[config.mk]
export PLATFORM = sky130hd
export DESIGN_NAME = nec_ir_frame_decoder
export DESIGN_NICKNAME = d
export VERILOG_FILES = /design/src/rtl/nir_pkg.sv /design/src/rtl/nec_ir_frame_decoder.sv /design/src/rtl/nir_cfg_regs.sv /design/src/rtl/nir_front.sv /design/src/rtl/nir_back.sv
export VERILOG_INCLUDE_DIRS = /design/src /design/src/rtl
export SDC_FILE = /design/constraint.sdc
export NUM_CORES = 1
export LEC_CHECK = 0
export CAP_MARGIN = 20
export CORE_AREA = 2 2 293 150
export DETAILED_ROUTE_END_ITERATION = 10
export DIE_AREA = 0 0 295 152
export DONT_BUFFER_PORTS = 1
export GPL_TIMING_DRIVEN = 0
export PLACE_DENSITY = 0.52
export SETUP_SLACK_MARGIN = 0.5
export SLEW_MARGIN = 15
export SYNTH_ARGS = -nofsm -noshare
export SYNTH_HDL_FRONTEND = slang
export SYNTH_SLANG_ARGS = --single-unit
[constraint.sdc]
create_clock -name clk_i -period 3.9 [get_ports clk_i]
set_input_delay 0.195 -clock clk_i [delete_from_list [all_inputs] [get_ports clk_i]]
set_output_delay 0.195 -clock clk_i [all_outputs]
set_load 0.02 [all_outputs]
[src/rtl/nec_ir_frame_decoder_assert.svh]
// Assertion macros shared by the NEC IR frame decoder modules.
// Expects clk_i and rst_ni in the scope of every use.
`ifndef NEC_IR_FRAME_DECODER_ASSERT_SVH
`define NEC_IR_FRAME_DECODER_ASSERT_SVH

// Check a property at every clock edge outside reset
`define NIR_ASSERT(lbl, prop, msg) \
  lbl: assert property (@(posedge clk_i) disable iff (!rst_ni) (prop)) else $error(msg);

// Check that a condition in one cycle is followed by another in the next
`define NIR_ASSERT_NEXT(lbl, ante, cons, msg) \
  lbl: assert property (@(posedge clk_i) disable iff (!rst_ni) (ante) |=> (cons)) \
    else $error(msg);

`endif

[src/rtl/nir_pkg.sv]
// Package for the NEC IR frame decoder: widths, register map, phase codes
// and the structs passed between the front, back and register modules.
package nir_pkg;

  // Frame and field sizes
  localparam int unsigned FRAME_BITS = 32;
  localparam int unsigned CNT_W      = $clog2(FRAME_BITS + 1);
  localparam int unsigned CODE_W     = 32;
  localparam int unsigned TIME_W     = 16;
  localparam int unsigned CMD_W      = 8;

  // Configuration port
  localparam int unsigned NUM_REGS   = 8;
  localparam int unsigned DATA_W     = 32;
  localparam int unsigned ADDR_W     = $clog2(NUM_REGS * 4);
  localparam int unsigned IDX_W      = $clog2(NUM_REGS);

  // Queues between front, back and the result port
  localparam int unsigned QDEPTH     = 2;
  localparam int unsigned QPTR_W     = $clog2(QDEPTH);
  localparam int unsigned QCNT_W     = $clog2(QDEPTH + 1);

  // Register reset values, microseconds
  localparam logic [TIME_W-1:0] RST_LEADER_MARK_MIN  = 16'd8500;
  localparam logic [TIME_W-1:0] RST_LEADER_MARK_MAX  = 16'd9500;
  localparam logic [TIME_W-1:0] RST_LEADER_SPACE_MIN = 16'd4000;
  localparam logic [TIME_W-1:0] RST_LEADER_SPACE_MAX = 16'd5000;
  localparam logic [TIME_W-1:0] RST_PULSE_MIN        = 16'd400;
  localparam logic [TIME_W-1:0] RST_BIT_MARK_MAX     = 16'd700;
  localparam logic [TIME_W-1:0] RST_BIT_SPACE_MAX    = 16'd1800;
  localparam logic [TIME_W-1:0] RST_ONE_THRESHOLD    = 16'd1000;

  typedef enum logic [IDX_W-1:0] {
    REG_LEADER_MARK_MIN  = 3'd0,
    REG_LEADER_MARK_MAX  = 3'd1,
    REG_LEADER_SPACE_MIN = 3'd2,
    REG_LEADER_SPACE_MAX = 3'd3,
    REG_PULSE_MIN        = 3'd4,
    REG_BIT_MARK_MAX     = 3'd5,
    REG_BIT_SPACE_MAX    = 3'd6,
    REG_ONE_THRESHOLD    = 3'd7
  } reg_idx_e;

  typedef enum logic [2:0] {
    PH_IDLE   = 3'd0,
    PH_LMARK  = 3'd1,
    PH_LSPACE = 3'd2,
    PH_BMARK  = 3'd3,
    PH_BSPACE = 3'd4
  } phase_e;

  typedef enum logic {
    EV_EDGE    = 1'b0,
    EV_TIMEOUT = 1'b1
  } ev_kind_e;

  typedef struct packed {
    logic [TIME_W-1:0] leader_mark_min;
    logic [TIME_W-1:0] leader_mark_max;
    logic [TIME_W-1:0] leader_space_min;
    logic [TIME_W-1:0] leader_space_max;
    logic [TIME_W-1:0] pulse_min;
    logic [TIME_W-1:0] bit_mark_max;
    logic [TIME_W-1:0] bit_space_max;
    logic [TIME_W-1:0] one_threshold;
  } cfg_t;

  // Classified edge event: window checks done against the current settings
  typedef struct packed {
    ev_kind_e kind;
    logic     lmark_ok;
    logic     lspace_ok;
    logic     bmark_ok;
    logic     bspace_ok;
    logic     bit_one;
  } ev_t;

  typedef struct packed {
    logic              code_valid;
    logic              frame_error;
    logic [CODE_W-1:0] frame_code;
  } res_t;

  // Strict window test, both bounds exclusive
  function automatic logic in_window(logic [TIME_W-1:0] v, logic [TIME_W-1:0] lo,
                                     logic [TIME_W-1:0] hi);
    return (v > lo) && (v < hi);
  endfunction

endpackage

[src/rtl/nec_ir_frame_decoder.sv]
// NEC infrared frame decoder, top level.
// Event channel: push/full with mode_i (0 edge, 1 timer overflow) and
// interval_us_i, the microseconds since the previous edge. An event is taken
// at a clock edge with push high and full low.
// Result channel: empty/pop. Every event yields exactly one result:
// code_valid_o with frame_code_o and command_byte_o when the event closed a
// 32-bit frame, frame_error_o when it aborted a frame; all zero otherwise.
// A result passes through the event queue and then the result queue before it
// can be popped from the result ports.
// Throughput: one event per cycle unless pop is held low and the queues fill;
// the frame state machine steps once per event, and the front classifies
// intervals against the windows in the same cycle as it takes the event.
// Two-entry queues sit between front and back and in front of the result
// ports; when pop is held low the result queue fills, then the event queue,
// and only then does full rise.
// Reset empties both queues, returns the decoder to idle and loads the
// default windows. The APB-style port holds eight 16-bit window registers at
// byte addresses 0 to 28; write them only while no event is in flight.
module nec_ir_frame_decoder (
  input  logic                        clk_i,
  input  logic                        rst_ni,
  input  logic                        push,
  output logic                        full,
  input  logic                        mode_i,
  input  logic [nir_pkg::TIME_W-1:0]  interval_us_i,
  output logic                        empty,
  input  logic                        pop,
  output logic                        code_valid_o,
  output logic [nir_pkg::CODE_W-1:0]  frame_code_o,
  output logic [nir_pkg::CMD_W-1:0]   command_byte_o,
  output logic                        frame_error_o,
  input  logic                        psel,
  input  logic                        penable,
  input  logic                        pwrite,
  input  logic [nir_pkg::ADDR_W-1:0]  paddr,
  input  logic [nir_pkg::DATA_W-1:0]  pwdata,
  output logic [nir_pkg::DATA_W-1:0]  prdata,
  output logic                        pready
);
  import nir_pkg::*;

  cfg_t cfg;
  ev_t  ev;
  logic ev_valid;
  logic ev_pop;
  res_t res;

  assign pready = 1'b1;

  nir_cfg_regs u_cfg (
    .clk_i   (clk_i),
    .rst_ni  (rst_ni),
    .psel    (psel),
    .penable (penable),
    .pwrite  (pwrite),
    .paddr   (paddr),
    .pwdata  (pwdata),
    .prdata  (prdata),
    .cfg_o   (cfg)
  );

  nir_front u_front (
    .clk_i         (clk_i),
    .rst_ni        (rst_ni),
    .cfg_i         (cfg),
    .push_i        (push),
    .full_o        (full),
    .mode_i        (mode_i),
    .interval_us_i (interval_us_i),
    .ev_valid_o    (ev_valid),
    .ev_o          (ev),
    .ev_pop_i      (ev_pop)
  );

  nir_back u_back (
    .clk_i      (clk_i),
    .rst_ni     (rst_ni),
    .ev_valid_i (ev_valid),
    .ev_i       (ev),
    .ev_pop_o   (ev_pop),
    .empty_o    (empty),
    .pop_i      (pop),
    .res_o      (res)
  );

  // Drive the result ports from the head of the result queue
  assign code_valid_o   = res.code_valid;
  assign frame_code_o   = res.frame_code;
  assign command_byte_o = res.frame_code[15:8];
  assign frame_error_o  = res.frame_error;

endmodule

[src/rtl/nir_cfg_regs.sv]
// Timing window registers of the NEC IR frame decoder behind an APB-style port.
// Depends on nir_pkg.
module nir_cfg_regs (
  input  logic                        clk_i,
  input  logic                        rst_ni,
  input  logic                        psel,
  input  logic                        penable,
  input  logic                        pwrite,
  input  logic [nir_pkg::ADDR_W-1:0]  paddr,
  input  logic [nir_pkg::DATA_W-1:0]  pwdata,
  output logic [nir_pkg::DATA_W-1:0]  prdata,
  output nir_pkg::cfg_t               cfg_o
);
  import nir_pkg::*;

  cfg_t              cfg_q, cfg_d;
  reg_idx_e          idx;
  logic              wr_en;
  logic [TIME_W-1:0] wval;
  logic [TIME_W-1:0] rval;

  assign idx   = reg_idx_e'(paddr[ADDR_W-1:2]);
  assign wr_en = psel && penable && pwrite;
  assign wval  = pwdata[TIME_W-1:0];

  // Update the addressed register on the access phase of a write
  always_comb begin
    cfg_d = cfg_q;
    if (wr_en) begin
      unique case (idx)
        REG_LEADER_MARK_MIN:  cfg_d.leader_mark_min  = wval;
        REG_LEADER_MARK_MAX:  cfg_d.leader_mark_max  = wval;
        REG_LEADER_SPACE_MIN: cfg_d.leader_space_min = wval;
        REG_LEADER_SPACE_MAX: cfg_d.leader_space_max = wval;
        REG_PULSE_MIN:        cfg_d.pulse_min        = wval;
        REG_BIT_MARK_MAX:     cfg_d.bit_mark_max     = wval;
        REG_BIT_SPACE_MAX:    cfg_d.bit_space_max    = wval;
        REG_ONE_THRESHOLD:    cfg_d.one_threshold    = wval;
        default:              cfg_d = cfg_q;
      endcase
    end
  end

  // Select the read value
  always_comb begin
    unique case (idx)
      REG_LEADER_MARK_MIN:  rval = cfg_q.leader_mark_min;
      REG_LEADER_MARK_MAX:  rval = cfg_q.leader_mark_max;
      REG_LEADER_SPACE_MIN: rval = cfg_q.leader_space_min;
      REG_LEADER_SPACE_MAX: rval = cfg_q.leader_space_max;
      REG_PULSE_MIN:        rval = cfg_q.pulse_min;
      REG_BIT_MARK_MAX:     rval = cfg_q.bit_mark_max;
      REG_BIT_SPACE_MAX:    rval = cfg_q.bit_space_max;
      REG_ONE_THRESHOLD:    rval = cfg_q.one_threshold;
      default:              rval = '0;
    endcase
  end

  assign prdata = {{(DATA_W - TIME_W){1'b0}}, rval};
  assign cfg_o  = cfg_q;

  always_ff @(posedge clk_i or negedge rst_ni) begin
    if (!rst_ni) begin
      cfg_q.leader_mark_min  <= RST_LEADER_MARK_MIN;
      cfg_q.leader_mark_max  <= RST_LEADER_MARK_MAX;
      cfg_q.leader_space_min <= RST_LEADER_SPACE_MIN;
      cfg_q.leader_space_max <= RST_LEADER_SPACE_MAX;
      cfg_q.pulse_min        <= RST_PULSE_MIN;
      cfg_q.bit_mark_max     <= RST_BIT_MARK_MAX;
      cfg_q.bit_space_max    <= RST_BIT_SPACE_MAX;
      cfg_q.one_threshold    <= RST_ONE_THRESHOLD;
    end else begin
      cfg_q <= cfg_d;
    end
  end

endmodule

[src/rtl/nir_front.sv]
// Front end of the NEC IR frame decoder: classifies each event against the
// timing windows and holds it in a two-entry queue. Depends on nir_pkg.
module nir_front (
  input  logic                        clk_i,
  input  logic                        rst_ni,
  input  nir_pkg::cfg_t               cfg_i,
  input  logic                        push_i,
  output logic                        full_o,
  input  logic                        mode_i,
  input  logic [nir_pkg::TIME_W-1:0]  interval_us_i,
  output logic                        ev_valid_o,
  output nir_pkg::ev_t                ev_o,
  input  logic                        ev_pop_i
);
  import nir_pkg::*;

  ev_t               ev_in;
  ev_t               ev_q [QDEPTH];
  logic [QPTR_W-1:0] wr_ptr_q, wr_ptr_d;
  logic [QPTR_W-1:0] rd_ptr_q, rd_ptr_d;
  logic [QCNT_W-1:0] count_q, count_d;
  logic              wr_en;

  // Classify the interval against every window at once
  always_comb begin
    ev_in.kind      = ev_kind_e'(mode_i);
    ev_in.lmark_ok  = in_window(interval_us_i, cfg_i.leader_mark_min,
                                cfg_i.leader_mark_max);
    ev_in.lspace_ok = in_window(interval_us_i, cfg_i.leader_space_min,
                                cfg_i.leader_space_max);
    ev_in.bmark_ok  = in_window(interval_us_i, cfg_i.pulse_min, cfg_i.bit_mark_max);
    ev_in.bspace_ok = in_window(interval_us_i, cfg_i.pulse_min, cfg_i.bit_space_max);
    ev_in.bit_one   = interval_us_i > cfg_i.one_threshold;
  end

  assign full_o     = count_q == QCNT_W'(QDEPTH);
  assign wr_en      = push_i && !full_o;
  assign ev_valid_o = count_q != '0;
  assign ev_o       = ev_q[rd_ptr_q];

  // Advance pointers and occupancy
  always_comb begin
    wr_ptr_d = wr_en    ? wr_ptr_q + QPTR_W'(1) : wr_ptr_q;
    rd_ptr_d = ev_pop_i ? rd_ptr_q + QPTR_W'(1) : rd_ptr_q;
    count_d  = count_q + QCNT_W'(wr_en) - QCNT_W'(ev_pop_i);
  end

  always_ff @(posedge clk_i or negedge rst_ni) begin
    if (!rst_ni) begin
      wr_ptr_q <= '0;
      rd_ptr_q <= '0;
      count_q  <= '0;
    end else begin
      wr_ptr_q <= wr_ptr_d;
      rd_ptr_q <= rd_ptr_d;
      count_q  <= count_d;
    end
  end

  // Store the classified event
  always_ff @(posedge clk_i) begin
    if (wr_en) begin
      ev_q[wr_ptr_q] <= ev_in;
    end
  end

`include "nec_ir_frame_decoder_assert.svh"

  `NIR_ASSERT(a_evq_cnt_range, count_q <= QCNT_W'(QDEPTH), "event queue overfilled")
  `NIR_ASSERT(a_evq_no_underflow, ev_pop_i |-> count_q != '0, "pop from empty event queue")
  `NIR_ASSERT_NEXT(a_evq_push_lands, wr_en && !ev_pop_i, count_q == $past(count_q) + QCNT_W'(1), "event push lost")

endmodule

[src/rtl/nir_back.sv]
// Back end of the NEC IR frame decoder: frame state machine, code shift
// register and the two-entry result queue. Depends on nir_pkg.
module nir_back (
  input  logic          clk_i,
  input  logic          rst_ni,
  input  logic          ev_valid_i,
  input  nir_pkg::ev_t  ev_i,
  output logic          ev_pop_o,
  output logic          empty_o,
  input  logic          pop_i,
  output nir_pkg::res_t res_o
);
  import nir_pkg::*;

  phase_e            phase_q, phase_d;
  logic [CNT_W-1:0]  bits_q, bits_d;
  logic [CODE_W-1:0] shift_q, shift_d;
  logic [CNT_W-1:0]  cnt_inc;
  logic              busy;
  logic              win_ok;
  phase_e            phase_nxt;
  logic              go;
  res_t              res_d;

  res_t              res_q [QDEPTH];
  logic [QPTR_W-1:0] wr_ptr_q, wr_ptr_d;
  logic [QPTR_W-1:0] rd_ptr_q, rd_ptr_d;
  logic [QCNT_W-1:0] count_q, count_d;
  logic              rd_en;

  // Take an event only when the result queue has room for its transaction
  assign go       = ev_valid_i && (count_q != QCNT_W'(QDEPTH));
  assign ev_pop_o = go;
  assign cnt_inc  = bits_q + CNT_W'(1);

  // Pick the window and the following phase for the current phase
  always_comb begin
    unique case (phase_q)
      PH_LMARK: begin
        busy = 1'b1; win_ok = ev_i.lmark_ok;  phase_nxt = PH_LSPACE;
      end
      PH_LSPACE: begin
        busy = 1'b1; win_ok = ev_i.lspace_ok; phase_nxt = PH_BMARK;
      end
      PH_BMARK: begin
        busy = 1'b1; win_ok = ev_i.bmark_ok;  phase_nxt = PH_BSPACE;
      end
      PH_BSPACE: begin
        busy = 1'b1; win_ok = ev_i.bspace_ok; phase_nxt = PH_BMARK;
      end
      default: begin
        busy = 1'b0; win_ok = 1'b0;           phase_nxt = PH_IDLE;
      end
    endcase
  end

  // Next state and result for one event
  always_comb begin
    phase_d = phase_q;
    bits_d  = bits_q;
    shift_d = shift_q;
    res_d   = '0;
    if (go) begin
      if (ev_i.kind == EV_TIMEOUT) begin
        // Overflow aborts a frame in progress, ignored while idle
        res_d.frame_error = busy;
        phase_d           = PH_IDLE;
      end else if (!busy) begin
        // First edge opens a frame
        bits_d  = '0;
        shift_d = '0;
        phase_d = PH_LMARK;
      end else if (!win_ok) begin
        res_d.frame_error = 1'b1;
        phase_d           = PH_IDLE;
      end else if (phase_q == PH_BSPACE) begin
        shift_d = {shift_q[CODE_W-2:0], ev_i.bit_one};
        bits_d  = cnt_inc;
        if (cnt_inc >= CNT_W'(FRAME_BITS)) begin
          res_d.code_valid = 1'b1;
          res_d.frame_code = shift_d;
          phase_d          = PH_IDLE;
        end else begin
          phase_d = phase_nxt;
        end
      end else begin
        phase_d = phase_nxt;
      end
    end
  end

  always_ff @(posedge clk_i or negedge rst_ni) begin
    if (!rst_ni) begin
      phase_q <= PH_IDLE;
      bits_q  <= '0;
      shift_q <= '0;
    end else begin
      phase_q <= phase_d;
      bits_q  <= bits_d;
      shift_q <= shift_d;
    end
  end

  // Result queue: one entry written for every event taken
  assign empty_o = count_q == '0;
  assign rd_en   = pop_i && !empty_o;
  assign res_o   = res_q[rd_ptr_q];

  always_comb begin
    wr_ptr_d = go    ? wr_ptr_q + QPTR_W'(1) : wr_ptr_q;
    rd_ptr_d = rd_en ? rd_ptr_q + QPTR_W'(1) : rd_ptr_q;
    count_d  = count_q + QCNT_W'(go) - QCNT_W'(rd_en);
  end

  always_ff @(posedge clk_i or negedge rst_ni) begin
    if (!rst_ni) begin
      wr_ptr_q <= '0;
      rd_ptr_q <= '0;
      count_q  <= '0;
    end else begin
      wr_ptr_q <= wr_ptr_d;
      rd_ptr_q <= rd_ptr_d;
      count_q  <= count_d;
    end
  end

  always_ff @(posedge clk_i) begin
    if (go) begin
      res_q[wr_ptr_q] <= res_d;
    end
  end

`include "nec_ir_frame_decoder_assert.svh"

  `NIR_ASSERT(a_resq_cnt_range, count_q <= QCNT_W'(QDEPTH), "result queue overfilled")
  `NIR_ASSERT(a_res_excl, go |-> !(res_d.code_valid && res_d.frame_error), "code and error together")
  `NIR_ASSERT(a_res_code_zero, (go && !res_d.code_valid) |-> res_d.frame_code == '0, "stray code bits")
  `NIR_ASSERT_NEXT(a_done_idle, go && res_d.code_valid, phase_q == PH_IDLE, "no return to idle after frame")

endmodule

==> metrics.txt <==
post-synth top area share=0.2375; Yosys reg bits=about 260; row count=54; Detailed Route WL=around 48,000 um; Hold/Removal Path Class=in -> async; XOR/XNOR Fraction of Synth Area=0.006158; antenna viol nets, final=0; CTS Hold Buffers Added=5; Synth area leader=dfrtp_1; antenna violations before repair=1; # Max-Cap Violations=0; met2 Use GR=0.2341; utilization after layout=0.3786; Synth Area in Simple Gates=0.1098; startpoint types=primary input; final period utilization=0.7587; area of the mapped netlist=14,220 um2; syn_area_per_cell=10.16 um2; critical path class=in -> out; Pre-antenna DRT Iters=5; Fmax achieved=around 340 MHz; Slew HR=0.4002; Synth area leaders=dfrtp_1, edfxtp_1, ha_1, dfstp_2, o21ai_0; ratio of cells with drive above 1 in the final layout=0.1391; die area=about 45,000 um2; TritonCTS clock tree=done; final setup fails=0; number of synthesized flops with an enable pin=80; Syn Inst Count=around 1,400; GR Layer Usage met3=0.09903; root buf cell=clkbuf_16; Most Crowded Layer GR=met1; worst-case clock buffer depth=3; DRC viols=0; outcome=complete, but fails checks; failing checks=hold timing; worst hold slack=-0.6740 ns; Worst VDD drop=0.3710 mV; Max Slew Vio Count=0; Placed Cells=approximately 2,000; Unique masters post-synth=66; RSZ-0062 raised after global routing=false; Tmin final=slightly below 3 ns; dpl hpwl=~37,000 um; Pleak=0.006940 uW; worst skew pair latency=0.56 ns; starting density of the core=0.3336; clock-pin slew on the worst setup and hold paths=0.07 ns; main combinational cell family by area after synthesis=compound AO/OA/AOI/OAI gates; area delta synth->final=13.48%; register area share after synthesis=0.4821; vias after detailed routing=between 10,000 and 15,000; area of the core=42,630 um2; Port Buf Inserts=0; most frequent cell after synthesis=o21ai_0; Worst R2R Start=u_cfg.cfg_o[52]; Worst Path Arrival=2.76 ns; Vias/cell=between 5 and 6; flop-to-flop setup slack=roughly 1.0 ns; Clock Skews=roughly 0.011 ns; cts repair resizes=0; final hold viol count=roughly 180; clk sinks=roughly 260; Commonest cells post-synth=o21ai_0, inv_1, nand2_1, dfrtp_1, ha_1; Yosys warning total=0; Multi-input gate area=between 6000 and 7000 um2; FF/Latch Area=between 6000 and 7000 um2; DR WL/cell=between 20 and 25 um; Die Width=~300 um; global-route wire length before repair=about 70,000 um; setup bufs post-CTS=0; H-tree levels=1; power per cell area=around 640 nW/um2; multiplexer area fraction after synthesis=0.07160; asr flop ratio synth=0.6875; initial drt markers=roughly 1,000; slew at the pin with the worst max-slew slack=a little under 0.9 ns; largest net degree at the start of global routing=around 180; crit-path max FO=10; vias in the first global route=~10,000; Tot GR Track Use=0.2161; post-synthesis compound-gate area fraction=0.1366; Final Wtd Congestion=0.9480; Worst Reg-to-Reg Cells=7; Synth Area in Adders=0.1135; Non-Filler Instances=2,066; Critical Path RT=3.70 ns; CP endpoint kind=output pin; fin nets=between 1,500 and 2,000; I/O Pins=138; most frequently used flop master after synthesis=dfrtp_1; cts bufs inserted=28; fillers=4,205; grt ovf=0; die height=between 150 and 200 um; worst r2r dst=u_front.ev_q[0][1]; met1 global-route usage=0.3674
[worst max-delay path by stage]
stage	from	slack [ns]	to
floorplan	u_back.count_q[1]	0.95	u_back.res_q[0][0]
global placement	u_back.count_q[1]	-0.25	u_back.res_q[1][25]
detailed placement	paddr[3]	1.01	prdata[5]
CTS	u_cfg.cfg_o[55]	0.99	u_front.ev_q[0][1]
finish	paddr[3]	0.94	prdata[5]
global route	paddr[3]	0.83	prdata[5]
[metrics by stage]
step / setup WS, ns / instance area, um2 / setup TNS [ns] / power [uW]
final: 0.9410 / 16140 / 0 / 10310
after detailed placement: 1.007 / 15070 / 0 / 7327
after global placement: -0.2549 / 15020 / -15.91 / 7199
after floorplan: 0.9550 / 14280 / 0 / 6296
after global routing: 0.8300 / 16130 / 0 / 10860
after CTS: 0.9924 / 16130 / 0 / 10340
[sequential cells by signal, indices dropped and copies added (netlist names)]
signal and flops:
u_front.count_q 2, u_back.count_q 2, u_back.shift_q 31, u_back.rd_ptr_q 1, u_cfg.cfg_o 128, u_back.res_q 68
u_back.wr_ptr_q 1, u_back.bits_q 6, u_back.phase_q 3, u_front.ev_q 12, u_front.rd_ptr_q 1, u_front.wr_ptr_q 1
[metal layers]
layer | share of wire | up-vias
met5 | 0 | -
met4 | 0.011 | 0
met3 | 0.13 | 38
met2 | 0.32 | 482
met1 | 0.54 | 5367
li1 | - | 4972
[cell type report]
cell class	count	share of cell area
plain buffers	100	0.03186
well taps	588	0.04558
diodes	4	0.0006202
repair buffers	7	0.005581
flip-flops and latches	256	0.4249
clock buffers	32	0.04628
inverters	165	0.03837
multi-input cells	894	0.3905
clock inverters	20	0.01628
[placed cells by master (no fill, tap or decap), drive strengths merged, types with 7 or more instances in the layout]
cell    Yosys  final
a21o       14     14
a21oi      38     38
a221oi     13     13
and2       32     32
buf        41     43
clkbuf     59     91
clkinv      0      8
conb        2     17
dfrtp     135    135
dfstp      41     41
edfxtp     80     80
ha        129    129
inv       165    166
mux2       60     60
mux2i      14     14
mux4        9      9
nand2     152    152
nand2b      7      7
nand3      41     41
nand4      17     17
nor2       40     40
nor2b      12     12
nor3       14     14
o21a       12     12
o21ai     177    177
o22ai      10     10
xnor2       7      7
[cells by family after synthesis]
| logic type | count (synthesis) |
|---|---|
| flip-flops | 256 |
| AO/OA/AOI/OAI | 323 |
| other | 2 |
| XOR/XNOR | 10 |
| buffers and inverters | 265 |
| AND/OR/NAND/NOR | 332 |
| adder cells (fa/ha/maj) | 129 |
| multiplexers | 83 |
[report_power, final]
part	switching [uW]	internal (uW)
sequential	405	3630
clock	1210	1770
combinational	2120	1170
[worst max-delay path, stage by stage]
cell and delay [ns]:
clkbuf_1 0.34, buf_1 0.73, clkbuf_1 0.52, nand3_1 0.16, o21ai_0 0.11, o22ai_1 0.10
o21ai_0 0.60
Power figures use the tool's default switching activity.
